File: src/sv/mmpb_pkg.sv
// ----------------------------------------------------------------------------
// mmpb_pkg: shared types and constants for the multi-mode controller
// Fixed-point widths, mode codes and register indexes used by the channel
// interfaces and the controller datapath.
// ----------------------------------------------------------------------------
package mmpb_pkg;

   // Q7.8 samples and drive, Q8.8 error, Q5.12 gains
   localparam int SAMPLE_W    = 16;
   localparam int ERROR_W     = 17;
   localparam int GAIN_W      = 18;
   localparam int LEVEL_W     = 15;
   localparam int DRIVE_ACC_W = 24;
   localparam int FRAC_SHIFT  = 12;

   localparam int PROD_W   = GAIN_W + ERROR_W;       // one gain * error product
   localparam int ACC_W    = PROD_W + 2;             // sum of three products
   localparam int PROP_Q_W = PROD_W - FRAC_SHIFT;    // proportional product, Q.8
   localparam int ACC_Q_W  = ACC_W - FRAC_SHIFT;     // PID increment, Q.8
   localparam int SUM_W    = ACC_Q_W + 1;            // stored drive plus increment

   localparam int SAMPLE_MAX    = 32767;
   localparam int SAMPLE_MIN    = -32768;
   localparam int DRIVE_ACC_MAX = 8388607;
   localparam int DRIVE_ACC_MIN = -8388608;

   localparam int MODE_W      = 3;
   localparam int CSR_INDEX_W = 3;
   localparam int CSR_DATA_W  = 18;

   typedef logic signed [SAMPLE_W-1:0]    sample_type;
   typedef logic signed [ERROR_W-1:0]     error_type;
   typedef logic signed [GAIN_W-1:0]      gain_type;
   typedef logic [LEVEL_W-1:0]            level_type;
   typedef logic signed [DRIVE_ACC_W-1:0] drive_acc_type;

   typedef enum logic [MODE_W-1:0] {
      MODE_PASS      = 3'd0,
      MODE_BANG_UNI  = 3'd1,
      MODE_BANG_BI   = 3'd2,
      MODE_BANG_HYST = 3'd3,
      MODE_PROP      = 3'd4,
      MODE_PID       = 3'd5
   } mode_type;

   typedef enum logic [CSR_INDEX_W-1:0] {
      CSR_CONTROL_MODE         = 3'd0,
      CSR_GAIN_CURRENT         = 3'd1,
      CSR_GAIN_PREVIOUS        = 3'd2,
      CSR_GAIN_BEFORE_PREVIOUS = 3'd3,
      CSR_PROPORTIONAL_GAIN    = 3'd4,
      CSR_DRIVE_LIMIT          = 3'd5,
      CSR_HALF_HYSTERESIS      = 3'd6,
      CSR_BANG_LEVEL           = 3'd7
   } csr_index_type;

endpackage

File: src/sv/mmpb_if.sv
// ----------------------------------------------------------------------------
// mmpb channel interfaces
// Sample request, drive response and register write channels, each a
// valid/ready handshake with a source and a sink side.
// ----------------------------------------------------------------------------
interface mmpb_req_if import mmpb_pkg::*; ();
   logic       valid;
   logic       ready;
   sample_type reference;
   sample_type measured;

   modport source (output valid, output reference, output measured, input ready);
   modport sink (input valid, input reference, input measured, output ready);
endinterface

interface mmpb_rsp_if import mmpb_pkg::*; ();
   logic       valid;
   logic       ready;
   sample_type drive;
   logic       clipped;

   modport source (output valid, output drive, output clipped, input ready);
   modport sink (input valid, input drive, input clipped, output ready);
endinterface

interface mmpb_csr_if import mmpb_pkg::*; ();
   logic                   valid;
   logic                   ready;
   logic [CSR_INDEX_W-1:0] index;
   logic [CSR_DATA_W-1:0]  data;

   modport source (output valid, output index, output data, input ready);
   modport sink (input valid, input index, input data, output ready);
endinterface

File: src/sv/multi_mode_pid_bang_controller.sv
// ----------------------------------------------------------------------------
// multi_mode_pid_bang_controller: six-mode sampled loop controller
// Pass-through, bang-bang (unipolar, bipolar, hysteresis), proportional and
// incremental PID control of one Q7.8 drive per reference/measured sample.
// ----------------------------------------------------------------------------
// The block takes one sample per clock and returns one drive beat per sample,
// in order, through an input register and then a result register; with the
// response side ready it sustains one sample per cycle.
// The whole control law, including the three Q5.12 x Q8.8 multiplies and
// their sum in PID mode, is evaluated in the single pass between those two
// registers; as each sample enters the result register the stored drive (PID,
// hysteresis) and error history (PID) update, so a following sample sees them at once.
// Registers are written through the csr channel, which is always ready, and
// should only be changed while no sample is in flight.
module multi_mode_pid_bang_controller import mmpb_pkg::*; (
   input logic       clock,
   input logic       reset,
   mmpb_req_if.sink   req_bus,
   mmpb_rsp_if.source rsp_bus,
   mmpb_csr_if.sink   csr_bus
);

   // configuration
   logic [MODE_W-1:0] control_mode_ff;
   gain_type          gain_current_ff;
   gain_type          gain_previous_ff;
   gain_type          gain_before_previous_ff;
   gain_type          proportional_gain_ff;
   level_type         drive_limit_ff;
   level_type         half_hysteresis_ff;
   level_type         bang_level_ff;

   // controller state
   error_type     error_last_ff, error_last_in;
   error_type     error_before_last_ff, error_before_last_in;
   drive_acc_type drive_last_ff, drive_last_in;

   // input and result registers
   logic       in_valid_ff, in_valid_in;
   sample_type reference_ff;
   sample_type measured_ff;
   logic       rsp_valid_ff, rsp_valid_in;
   sample_type drive_ff, drive_in;
   logic       clipped_ff, clipped_in;

   logic req_fire;
   logic advance;

   // datapath
   error_type                  err;
   logic signed [GAIN_W-1:0]   err_wide;
   logic signed [GAIN_W-1:0]   half_pos;
   sample_type                 bang_pos;
   drive_acc_type              hyst_drive;
   logic signed [PROD_W-1:0]   prop_prod;
   logic signed [PROP_Q_W-1:0] prop_q;
   logic signed [PROD_W-1:0]   pid_prod0, pid_prod1, pid_prod2;
   logic signed [ACC_W-1:0]    pid_acc;
   logic signed [ACC_Q_W-1:0]  pid_inc;
   logic signed [SUM_W-1:0]    pid_sum;
   drive_acc_type              pid_store;
   drive_acc_type              limit_pos;

   // --------------------------------------------------------------------
   // Register writes
   // --------------------------------------------------------------------
   assign csr_bus.ready = 1'b1;

   always_ff @(posedge clock) begin
      if (reset) begin
         control_mode_ff         <= MODE_PASS;
         gain_current_ff         <= 18'sd4096;
         gain_previous_ff        <= -18'sd4096;
         gain_before_previous_ff <= 18'sd0;
         proportional_gain_ff    <= 18'sd4096;
         drive_limit_ff          <= 15'd2560;
         half_hysteresis_ff      <= 15'd6;
         bang_level_ff           <= 15'd51;
      end else if (csr_bus.valid && csr_bus.ready) begin
         case (csr_index_type'(csr_bus.index))
            CSR_CONTROL_MODE:         control_mode_ff         <= csr_bus.data[MODE_W-1:0];
            CSR_GAIN_CURRENT:         gain_current_ff         <= signed'(csr_bus.data);
            CSR_GAIN_PREVIOUS:        gain_previous_ff        <= signed'(csr_bus.data);
            CSR_GAIN_BEFORE_PREVIOUS: gain_before_previous_ff <= signed'(csr_bus.data);
            CSR_PROPORTIONAL_GAIN:    proportional_gain_ff    <= signed'(csr_bus.data);
            CSR_DRIVE_LIMIT:          drive_limit_ff          <= csr_bus.data[LEVEL_W-1:0];
            CSR_HALF_HYSTERESIS:      half_hysteresis_ff      <= csr_bus.data[LEVEL_W-1:0];
            CSR_BANG_LEVEL:           bang_level_ff           <= csr_bus.data[LEVEL_W-1:0];
            default: ;
         endcase
      end
   end

   // --------------------------------------------------------------------
   // Handshake: the input register drains into the result register
   // whenever the result slot is empty or being taken.
   // --------------------------------------------------------------------
   assign advance       = in_valid_ff && (!rsp_valid_ff || rsp_bus.ready);
   assign req_bus.ready = !in_valid_ff || advance;
   assign req_fire      = req_bus.valid && req_bus.ready;

   always_comb begin
      in_valid_in = in_valid_ff;
      if (req_fire) begin
         in_valid_in = 1'b1;
      end else if (advance) begin
         in_valid_in = 1'b0;
      end
      rsp_valid_in = rsp_valid_ff;
      if (advance) begin
         rsp_valid_in = 1'b1;
      end else if (rsp_bus.ready) begin
         rsp_valid_in = 1'b0;
      end
   end

   // --------------------------------------------------------------------
   // Control law
   // --------------------------------------------------------------------
   always_comb begin
      err      = ERROR_W'(reference_ff) - ERROR_W'(measured_ff);
      err_wide = GAIN_W'(err);
      half_pos = signed'({3'b000, half_hysteresis_ff});
      bang_pos = signed'({1'b0, bang_level_ff});

      // hysteresis: move to a rail only outside the band, else hold
      hyst_drive = drive_last_ff;
      if (err_wide > half_pos) begin
         hyst_drive = DRIVE_ACC_W'(bang_pos);
      end else if (err_wide < -half_pos) begin
         hyst_drive = DRIVE_ACC_W'(-bang_pos);
      end

      prop_prod = PROD_W'(proportional_gain_ff) * PROD_W'(err);
      prop_q    = signed'(prop_prod[PROD_W-1:FRAC_SHIFT]);

      pid_prod0 = PROD_W'(gain_current_ff) * PROD_W'(err);
      pid_prod1 = PROD_W'(gain_previous_ff) * PROD_W'(error_last_ff);
      pid_prod2 = PROD_W'(gain_before_previous_ff) * PROD_W'(error_before_last_ff);
      pid_acc   = ACC_W'(pid_prod0) + ACC_W'(pid_prod1) + ACC_W'(pid_prod2);
      pid_inc   = signed'(pid_acc[ACC_W-1:FRAC_SHIFT]);
      pid_sum   = SUM_W'(drive_last_ff) + SUM_W'(pid_inc);
      if (pid_sum > DRIVE_ACC_MAX) begin
         pid_store = drive_acc_type'(DRIVE_ACC_MAX);
      end else if (pid_sum < DRIVE_ACC_MIN) begin
         pid_store = drive_acc_type'(DRIVE_ACC_MIN);
      end else begin
         pid_store = pid_sum[DRIVE_ACC_W-1:0];
      end
      limit_pos = signed'({9'b0, drive_limit_ff});

      drive_in             = '0;
      clipped_in           = 1'b0;
      error_last_in        = error_last_ff;
      error_before_last_in = error_before_last_ff;
      drive_last_in        = drive_last_ff;

      case (control_mode_ff)
         MODE_PASS: begin
            drive_in = reference_ff;
         end
         MODE_BANG_UNI: begin
            drive_in = (err > 0) ? bang_pos : '0;
         end
         MODE_BANG_BI: begin
            if (err > 0) begin
               drive_in = bang_pos;
            end else if (err < 0) begin
               drive_in = -bang_pos;
            end
         end
         MODE_BANG_HYST: begin
            drive_last_in = hyst_drive;
            if (hyst_drive > SAMPLE_MAX) begin
               drive_in   = sample_type'(SAMPLE_MAX);
               clipped_in = 1'b1;
            end else if (hyst_drive < SAMPLE_MIN) begin
               drive_in   = sample_type'(SAMPLE_MIN);
               clipped_in = 1'b1;
            end else begin
               drive_in = hyst_drive[SAMPLE_W-1:0];
            end
         end
         MODE_PROP: begin
            if (prop_q > SAMPLE_MAX) begin
               drive_in   = sample_type'(SAMPLE_MAX);
               clipped_in = 1'b1;
            end else if (prop_q < SAMPLE_MIN) begin
               drive_in   = sample_type'(SAMPLE_MIN);
               clipped_in = 1'b1;
            end else begin
               drive_in = prop_q[SAMPLE_W-1:0];
            end
         end
         MODE_PID: begin
            error_before_last_in = error_last_ff;
            error_last_in        = err;
            drive_last_in        = pid_store;
            // store the sum saturated only to the accumulator range, clip the outgoing drive
            if (pid_store > limit_pos) begin
               drive_in   = limit_pos[SAMPLE_W-1:0];
               clipped_in = 1'b1;
            end else if (pid_store < -limit_pos) begin
               drive_in   = -limit_pos[SAMPLE_W-1:0];
               clipped_in = 1'b1;
            end else begin
               drive_in = pid_store[SAMPLE_W-1:0];
            end
         end
         default: ;
      endcase
   end

   // --------------------------------------------------------------------
   // Registers
   // --------------------------------------------------------------------
   always_ff @(posedge clock) begin
      if (reset) begin
         in_valid_ff          <= 1'b0;
         rsp_valid_ff         <= 1'b0;
         error_last_ff        <= '0;
         error_before_last_ff <= '0;
         drive_last_ff        <= '0;
      end else begin
         in_valid_ff  <= in_valid_in;
         rsp_valid_ff <= rsp_valid_in;
         if (advance) begin
            error_last_ff        <= error_last_in;
            error_before_last_ff <= error_before_last_in;
            drive_last_ff        <= drive_last_in;
         end
      end
   end

   always_ff @(posedge clock) begin
      if (req_fire) begin
         reference_ff <= req_bus.reference;
         measured_ff  <= req_bus.measured;
      end
      if (advance) begin
         drive_ff   <= drive_in;
         clipped_ff <= clipped_in;
      end
   end

   assign rsp_bus.valid   = rsp_valid_ff;
   assign rsp_bus.drive   = drive_ff;
   assign rsp_bus.clipped = clipped_ff;

   // --------------------------------------------------------------------
   // Assertions
   // --------------------------------------------------------------------
   a_no_clip_simple_modes: assert property (@(posedge clock) disable iff (reset)
      advance && (control_mode_ff == MODE_PASS || control_mode_ff == MODE_BANG_UNI ||
                  control_mode_ff == MODE_BANG_BI)
      |=> !rsp_bus.clipped)
      else $error("clipped set in a mode that never clips");

   a_pid_within_limit: assert property (@(posedge clock) disable iff (reset)
      advance && control_mode_ff == MODE_PID
      |=> (rsp_bus.drive <= $signed({1'b0, $past(drive_limit_ff)})) &&
          (rsp_bus.drive >= -$signed({1'b0, $past(drive_limit_ff)})))
      else $error("PID drive outside the drive limit");

   a_pid_history_shift: assert property (@(posedge clock) disable iff (reset)
      advance && control_mode_ff == MODE_PID
      |=> error_before_last_ff == $past(error_last_ff))
      else $error("error history did not shift");

   a_history_held: assert property (@(posedge clock) disable iff (reset)
      advance && control_mode_ff != MODE_PID
      |=> $stable(error_last_ff) && $stable(error_before_last_ff))
      else $error("error history changed outside PID mode");

   a_input_held: assert property (@(posedge clock) disable iff (reset)
      in_valid_ff && !advance |=> in_valid_ff && $stable(reference_ff))
      else $error("pending sample lost before it moved on");

endmodule
File: src/flat_wrapper.sv
// flat-port wrapper written by rule: the top's interface ports become plain ports
module multi_mode_pid_bang_controller_flat import mmpb_pkg::*;
  (clock, reset, req_bus_valid, req_bus_reference, req_bus_measured, req_bus_ready, rsp_bus_valid, rsp_bus_drive, rsp_bus_clipped, rsp_bus_ready, csr_bus_valid, csr_bus_index, csr_bus_data, csr_bus_ready);
  mmpb_req_if req_bus_i ();
  mmpb_rsp_if rsp_bus_i ();
  mmpb_csr_if csr_bus_i ();
  input logic clock;
  input logic reset;
  input wire logic [$bits(req_bus_i.valid)-1:0] req_bus_valid;
  input wire logic [$bits(req_bus_i.reference)-1:0] req_bus_reference;
  input wire logic [$bits(req_bus_i.measured)-1:0] req_bus_measured;
  output wire logic [$bits(req_bus_i.ready)-1:0] req_bus_ready;
  output wire logic [$bits(rsp_bus_i.valid)-1:0] rsp_bus_valid;
  output wire logic [$bits(rsp_bus_i.drive)-1:0] rsp_bus_drive;
  output wire logic [$bits(rsp_bus_i.clipped)-1:0] rsp_bus_clipped;
  input wire logic [$bits(rsp_bus_i.ready)-1:0] rsp_bus_ready;
  input wire logic [$bits(csr_bus_i.valid)-1:0] csr_bus_valid;
  input wire logic [$bits(csr_bus_i.index)-1:0] csr_bus_index;
  input wire logic [$bits(csr_bus_i.data)-1:0] csr_bus_data;
  output wire logic [$bits(csr_bus_i.ready)-1:0] csr_bus_ready;
  assign req_bus_i.valid = req_bus_valid;
  assign req_bus_i.reference = req_bus_reference;
  assign req_bus_i.measured = req_bus_measured;
  assign req_bus_ready = req_bus_i.ready;
  assign rsp_bus_valid = rsp_bus_i.valid;
  assign rsp_bus_drive = rsp_bus_i.drive;
  assign rsp_bus_clipped = rsp_bus_i.clipped;
  assign rsp_bus_i.ready = rsp_bus_ready;
  assign csr_bus_i.valid = csr_bus_valid;
  assign csr_bus_i.index = csr_bus_index;
  assign csr_bus_i.data = csr_bus_data;
  assign csr_bus_ready = csr_bus_i.ready;
  multi_mode_pid_bang_controller u_core (.clock(clock), .reset(reset), .req_bus(req_bus_i), .rsp_bus(rsp_bus_i), .csr_bus(csr_bus_i));
endmodule
File: config.mk
export PLATFORM = sky130hd
export DESIGN_NAME = multi_mode_pid_bang_controller_flat
export DESIGN_NICKNAME = d
export VERILOG_FILES = /design/src/sv/mmpb_pkg.sv /design/src/sv/mmpb_if.sv /design/src/sv/multi_mode_pid_bang_controller.sv /design/src/flat_wrapper.sv
export SDC_FILE = /design/constraint.sdc
export NUM_CORES = 2
export LEC_CHECK = 0
export BUFFER_PORTS_ARGS = -buffer_cell sky130_fd_sc_hd__buf_2
export CAP_MARGIN = 10
export CORE_AREA = 3 3 321 323
export DETAILED_ROUTE_END_ITERATION = 8
export DIE_AREA = 0 0 324 326
export HOLD_SLACK_MARGIN = 0.08
export PLACE_DENSITY = 0.81
export REMOVE_ABC_BUFFERS = 1
export SETUP_SLACK_MARGIN = 0.1
export SLEW_MARGIN = 0
export SYNTH_ARGS = -nofsm -noshare
export SYNTH_HDL_FRONTEND = slang
export SYNTH_SLANG_ARGS = --single-unit
File: constraint.sdc
create_clock -name clock -period 13.3 [get_ports clock]
set_input_delay 1.33 -clock clock [delete_from_list [all_inputs] [get_ports clock]]
set_output_delay 1.33 -clock clock [all_outputs]
set_load 0.03 [all_outputs]
Word level (Yosys, flattened, before mapping)
Index checks and enable logic that the tools add are counted.

word-level totals
  bits of input ports = 58
  output and inout port bits = 20
  register bits = 229

operators by class
  magnitude comparators = 12
  $add $sub $neg = 9
  reduce and logical (&&, ||, !) cells = 21
  mux-type cells = 26
  multipliers = 4
  equality and inequality tests = 12

operator list
  kind                                                          count
  multiplier 18 x 17 -> 35 bit                                  4
  2-to-1 mux 16 bit                                             8
  2-to-1 mux 24 bit                                             4
  one-hot mux 16 bit (6 select lines)                           1
  negator 15 -> 24 bit                                          2
  one-hot mux 24 bit (2 select lines)                           1
  adder 36 x 35 -> 37 bit                                       1
  adder 35 x 35 -> 36 bit                                       1
  negator 15 -> 16 bit                                          2
  adder 24 x 25 -> 26 bit                                       1
  > comparator 26 x 24 -> 1 bit, second input constant          1
  less-than comparator 26 x 24 -> 1 bit, second input constant  1
  > comparator 24 x 16 -> 1 bit                                 1
  > comparator 24 x 16 -> 1 bit, second input constant          1
  less-than comparator 24 x 16 -> 1 bit, second input constant  1
  less-than comparator 24 bit                                   1
  > comparator 23 x 16 -> 1 bit, second input constant          1
  less-than comparator 23 x 16 -> 1 bit, second input constant  1
  AND reduction 2 bit                                           10
  equality test 3 bit, second input constant                    6
  less-than comparator 17 x 18 -> 1 bit                         1
  negator 15 -> 18 bit                                          1
  > comparator 17 x 1 -> 1 bit, second input constant           1
  > comparator 17 x 16 -> 1 bit                                 1
  12 further kinds                                              31

Longest topological paths before layout
  depth after elaboration = 12
  depth in mapped cells = 67

Worst setup path before layout
No wires, ideal clock.

  path type = reg-to-reg
  start = register u_core.reference_ff[5]
  end = register u_core.drive_ff[9] (netlist: u_core.rsp_bus.drive[9]), data pin
  period minus slack after synthesis = 14553 ps
  setup slack = -1253 ps
  arrival time = 14281 ps
  required time = 13028 ps
  buffers on the path = 3
  cell stages (with the launch flop) = 57
  path through = edfxtp_1 -> ha_1 -> o21a_2 -> o2111a_1 -> and2_4 -> a2111o_1 -> o211ai_1 -> and2_1 -> clkbuf_1 -> clkbuf_1 -> nand2_1 -> fa_1 -> inv_1 -> fa_1 -> inv_1 -> fa_1 -> inv_1 -> fa_1 -> [21 not listed] -> nor4_1 -> nand3_1 -> o21ai_1 -> o21ai_1 -> a21oi_2 -> inv_2 -> o21ai_1 -> a21o_1 -> ha_1 -> a2111oi_0 -> a21oi_1 -> or4_1 -> a21o_1 -> nor4_1 -> a31oi_1 -> a32oi_1 -> o211ai_1 -> or4_1

on the way
  word-level cells in the longest chain between the ends = 12
  elaborated cells on any way between the ends = 32

RTL lines
  what                                     line                                   source
  start, declared                          multi_mode_pid_bang_controller.sv:40   sample_type reference_ff;
  start signal, assigned                   multi_mode_pid_bang_controller.sv:237  reference_ff <= req_bus.reference;
  subtractor 16 x 16 -> 17 bit (*)         multi_mode_pid_bang_controller.sv:121  err = ERROR_W'(reference_ff) - ERROR_W'(measured_ff);
  multiplier 18 x 17 -> 35 bit             multi_mode_pid_bang_controller.sv:137  pid_prod0 = PROD_W'(gain_current_ff) * PROD_W'(err);
  adder 35 x 35 -> 36 bit                  multi_mode_pid_bang_controller.sv:140  pid_acc = ACC_W'(pid_prod0) + ACC_W'(pid_prod1) + ACC_W'(pid_prod2);
  adder 36 x 35 -> 37 bit                  multi_mode_pid_bang_controller.sv:140
  adder 24 x 25 -> 26 bit                  multi_mode_pid_bang_controller.sv:142  pid_sum = SUM_W'(drive_last_ff) + SUM_W'(pid_inc);
  less-than comparator 26 x 24 -> 1 bit    multi_mode_pid_bang_controller.sv:145  end else if (pid_sum < DRIVE_ACC_MIN) begin
  2-to-1 mux 24 bit                        multi_mode_pid_bang_controller.sv:145
  2-to-1 mux 24 bit                        multi_mode_pid_bang_controller.sv:143  if (pid_sum > DRIVE_ACC_MAX) begin
  less-than comparator 24 bit              multi_mode_pid_bang_controller.sv:203  end else if (pid_store < -limit_pos) begin
  2-to-1 mux 16 bit                        multi_mode_pid_bang_controller.sv:203
  2-to-1 mux 16 bit                        multi_mode_pid_bang_controller.sv:200  if (pid_store > limit_pos) begin
  one-hot mux 16 bit (6 select lines) (*)  multi_mode_pid_bang_controller.sv:158  case (control_mode_ff)
  named net u_core.drive_in[9]             multi_mode_pid_bang_controller.sv:43   sample_type drive_ff, drive_in;
  end signal, assigned                     multi_mode_pid_bang_controller.sv:241  drive_ff <= drive_in;
  end, declared                            multi_mode_pid_bang_controller.sv:43

Mark *: on every way through the listed nets, which the timed path passes. The rest lies on a longest branch.
A chain may end at the register's enable or synchronous reset.

Final worst setup path
Ends and elaborated chain as after synthesis.

==> flow_summary.toml <==
[outcome]
outcome = "complete, but fails checks"
violations = "setup timing"

[logic_synthesis]
ys_ff_latch = 229
yosysSeqAreaShare = 0.0832
syn_inst = 6804
synth_cell_types = 104
synth-edff-count = 49
ys.flop_type = "dfxtp_1"
async_reset_ff_frac = 0
yosys_warnings = 0
syn-cell-area_um2 = 61000
syn_avg_cell_area_um2 = 8.96

[global_route]
grt_overflow = 0
grt_pass1_vias = 53300
grtUsageTotal = 0.359
grt_pass1_wl_um = 294000
antenna_found_initial = 11
grt_max_degree = 112

[timing]
fin_ws_ps = -1140
finClkSkew_ps = 25.5
worst_slew_pin_slew_ps = 1300
min_period_over_period = 1.09
max_slew_margin = 0.132
finalSetupTns_ps = -17170
layout_min_cycle_time_ps = 14440
drv_slew = 0
setup_viol = 18
max_freq_ghz = 0.0693
rsz0062_at_grt = "yes"
hold_violations = 0

[die]
die-area_um2 = 106000
rows = 116
die_h_um = 326
dieWidth_um = 324
core_um2 = 100000
ios = 78
start_util = 0.609

[clock_network]
tritoncts = "done"
root_buffer = "clkbuf_16"
clock_latency_ps = 610
post_cts_hold_buffer_count = 0
clk_pin_slew_ps = 70
cts.path.max_buffers = 3
cts_sinks = 229
numCtsBuffers = 28
cts_htree_levels = 1

[finish]
final_layout_size_suffix_gt1_frac = 0.139
layout.nets = 9062
syn_to_final_growth_pct = 12.9
nFillCells = 7320
final_util = 0.687

[worst_setup_path]
r2r-start = "u_core.reference_ff[5]"
critPathLaunchType = "register"
end_kind = "register"
crit_required_ps = 13640
worst_ep_arrival_time_ps = 14770
ff2ff_setup_slack_ps = -1140
r2r_end = "u_core.rsp_bus.drive[9]"
path_max_fanout = 4
critPathTopFamily = "adder cells"
path_class = "register to register"
cp_num_buf_inv = 11
reg2reg_depth = 58
crit_slowest_cell = "fa_1"
cpPeakStageDelay_ps = 570
cp_common_cell = "fa_1"

[worst_hold_path]
min_to = "u_core.half_hysteresis_ff[9]"
min_path_type = "register to register"
timing.hold.worst.start = "u_core.half_hysteresis_ff[9]"
whs_path_depth = 2

[routing]
route.detailed.drc = 0
vias = 49500
drt_iter0_drc = 4698
vias_per_cell = 5.80
detail-route-antenna-nets = 0
drt_wl_total_um = 183000
post_drt_wl_per_cell_um = 21.5
dr.pass1.iters = 8

[power]
combinationalPowerShare = 0.806
ir_worst_vdd_uv = 224
power_density_nw_per_um2 = 120
p_total_w = 0.00826
clockPowerShare = 0.102
p_sw_frac = 0.487
p_seq_frac = 0.091
switching_power_w = 0.00402
p_leak_nw = 32.0
p_int_w = 0.00424

[place]
gp_congestion = 1.00
io_buffers = 76
hpwl_um = 152000
place_ws_ps = -1780

[run]
cap_violations = 0
[power by group through the flow]
stage,logic [W],registers (W),clock network (W)
after floorplan,0.00297,0.000772,0
after global placement,0.00525,0.000768,0
after detailed placement,0.00534,0.000768,0
after CTS,0.00609,0.000753,0.000846
after global routing,0.00714,0.000756,0.000870
final,0.00666,0.000756,0.000845
[metal layers]
metal	global-route usage	vias to the layer above	wire length [um]
met3	0.0905	677	20600
met2	0.564	2786	83800
met1	0.478	24800	68700
li1	-	21200	-
met5	0	-	149
met4	0.150	6	10100
[worst max-delay path by stage]
stage | start | end | slack [ps] | cells after the start
5_1_grt | u_core.reference_ff[5] | u_core.rsp_bus.drive[3] | -1580 | 59
6_report | u_core.reference_ff[5] | u_core.rsp_bus.drive[9] | -1140 | 58
3_3_place_gp | u_core.reference_ff[0] | u_core.rsp_bus.drive[9] | -1570 | 57
2_1_floorplan | u_core.reference_ff[1] | u_core.rsp_bus.drive[9] | -2230 | 52
4_1_cts | u_core.reference_ff[0] | u_core.rsp_bus.drive[9] | -800 | 58
3_5_place_dp | u_core.reference_ff[0] | u_core.rsp_bus.drive[3] | -1780 | 59
[Yosys cell counts, types with 53 or more instances]
cell	instances	area share
dfxtp_1	180	0.059
nand2b_1	85	0.0087
fa_1	1414	0.46
and2_1	446	0.046
a21oi_1	273	0.022
nor2b_1	53	0.0054
o21ai_0	79	0.0065
nor3_1	56	0.0046
ha_1	398	0.082
xnor2_1	105	0.015
clkbuf_1	290	0.018
nor2_1	176	0.011
inv_1	1525	0.094
nand2_1	1081	0.067
[placed cells by master, fill, tap and decap left out, types with 20 or more instances in the layout]
| cell type | instances |
|---|---|
| and2_1 | 437 |
| nand4_1 | 31 |
| inv_1 | 1509 |
| nor2b_1 | 49 |
| o21a_1 | 28 |
| edfxtp_1 | 49 |
| buf_4 | 561 |
| dfxtp_1 | 180 |
| nor2_1 | 165 |
| fa_1 | 1398 |
| clkbuf_16 | 33 |
| xor2_1 | 20 |
| ha_1 | 375 |
| a21oi_1 | 242 |
| o21ai_1 | 30 |
| a21oi_2 | 32 |
| and3_1 | 21 |
| buf_2 | 75 |
| o211ai_1 | 30 |
| a211oi_1 | 23 |
| xnor2_1 | 92 |
| buf_6 | 43 |
| nor3_1 | 53 |
| a21o_1 | 44 |
| o21ai_0 | 53 |
| nand2_1 | 1066 |
| nand2b_1 | 83 |
| nand3_1 | 42 |
[worst register-to-register path, delay by kind of cell (launching register included)]
kind	cells	cell delay [ps]
xor+xnor	1	170
fa+ha+maj	13	5620
compound gates	20	3990
simple gates	13	3020
flops	1	430
buf+inv	11	930
[final cells by class]
type | instances | area, um^2 | area share
antenna | 10 | 25.0 | 0.000363
clock buffer | 38 | 875 | 0.0127
clock inverter | 14 | 138 | 0.00200
inverter | 1527 | 5730 | 0.0833
multi-input combinational | 4720 | 50200 | 0.729
sequential | 229 | 5070 | 0.0737
tap | 1298 | 1620 | 0.0236
timing repair buffer | 686 | 5200 | 0.0755
[flip-flops by register name, indices dropped and copies added (netlist names)]
register and cells:
u_core.bang_level_ff 15, u_core.control_mode_ff 3, u_core.in_valid_ff 1, u_core.rsp_bus.valid 1, u_core.rsp_bus.drive 16, u_core.drive_limit_ff 15, u_core.gain_previous_ff 18, u_core.half_hysteresis_ff 15
u_core.gain_current_ff 18, u_core.rsp_bus.clipped 1, u_core.reference_ff 16, u_core.error_last_ff 17, u_core.gain_before_previous_ff 18, u_core.proportional_gain_ff 18, u_core.error_before_last_ff 17, u_core.drive_last_ff 24
u_core.measured_ff 16
[through the flow]
step           instances  instance area, um^2  hold slack [ps]
5_1_grt             8517                68800              489
4_1_cts             8482                68000              463
3_3_place_gp        8361                65700              443
2_1_floorplan       6475                59700              430
6_report            8522                68800              463
3_5_place_dp        8361                65700              454
[kinds of logic after synthesis]
| family | count (synthesis) | share of synthesized area |
|---|---|---|
| adders and majority gates | 1812 | 0.546 |
| buffers and inverters | 1856 | 0.115 |
| xor gates and xnor gates | 127 | 0.0184 |
| DFF | 229 | 0.0832 |
| other | 1 | 0.0000615 |
| AOI/OAI and AO/OA | 662 | 0.0698 |
| muxes | 20 | 0.00336 |
| and+or+nand+nor | 2097 | 0.164 |
[repair_timing]
action / CTS / global route
setup buffers: 68 / 32
pin swaps: 132 / 106
setup endpoints to repair: 17 / 18
gates resized for setup: 179 / 134
gates cloned: 2 / 0
(Power assumes the default switching activity.)
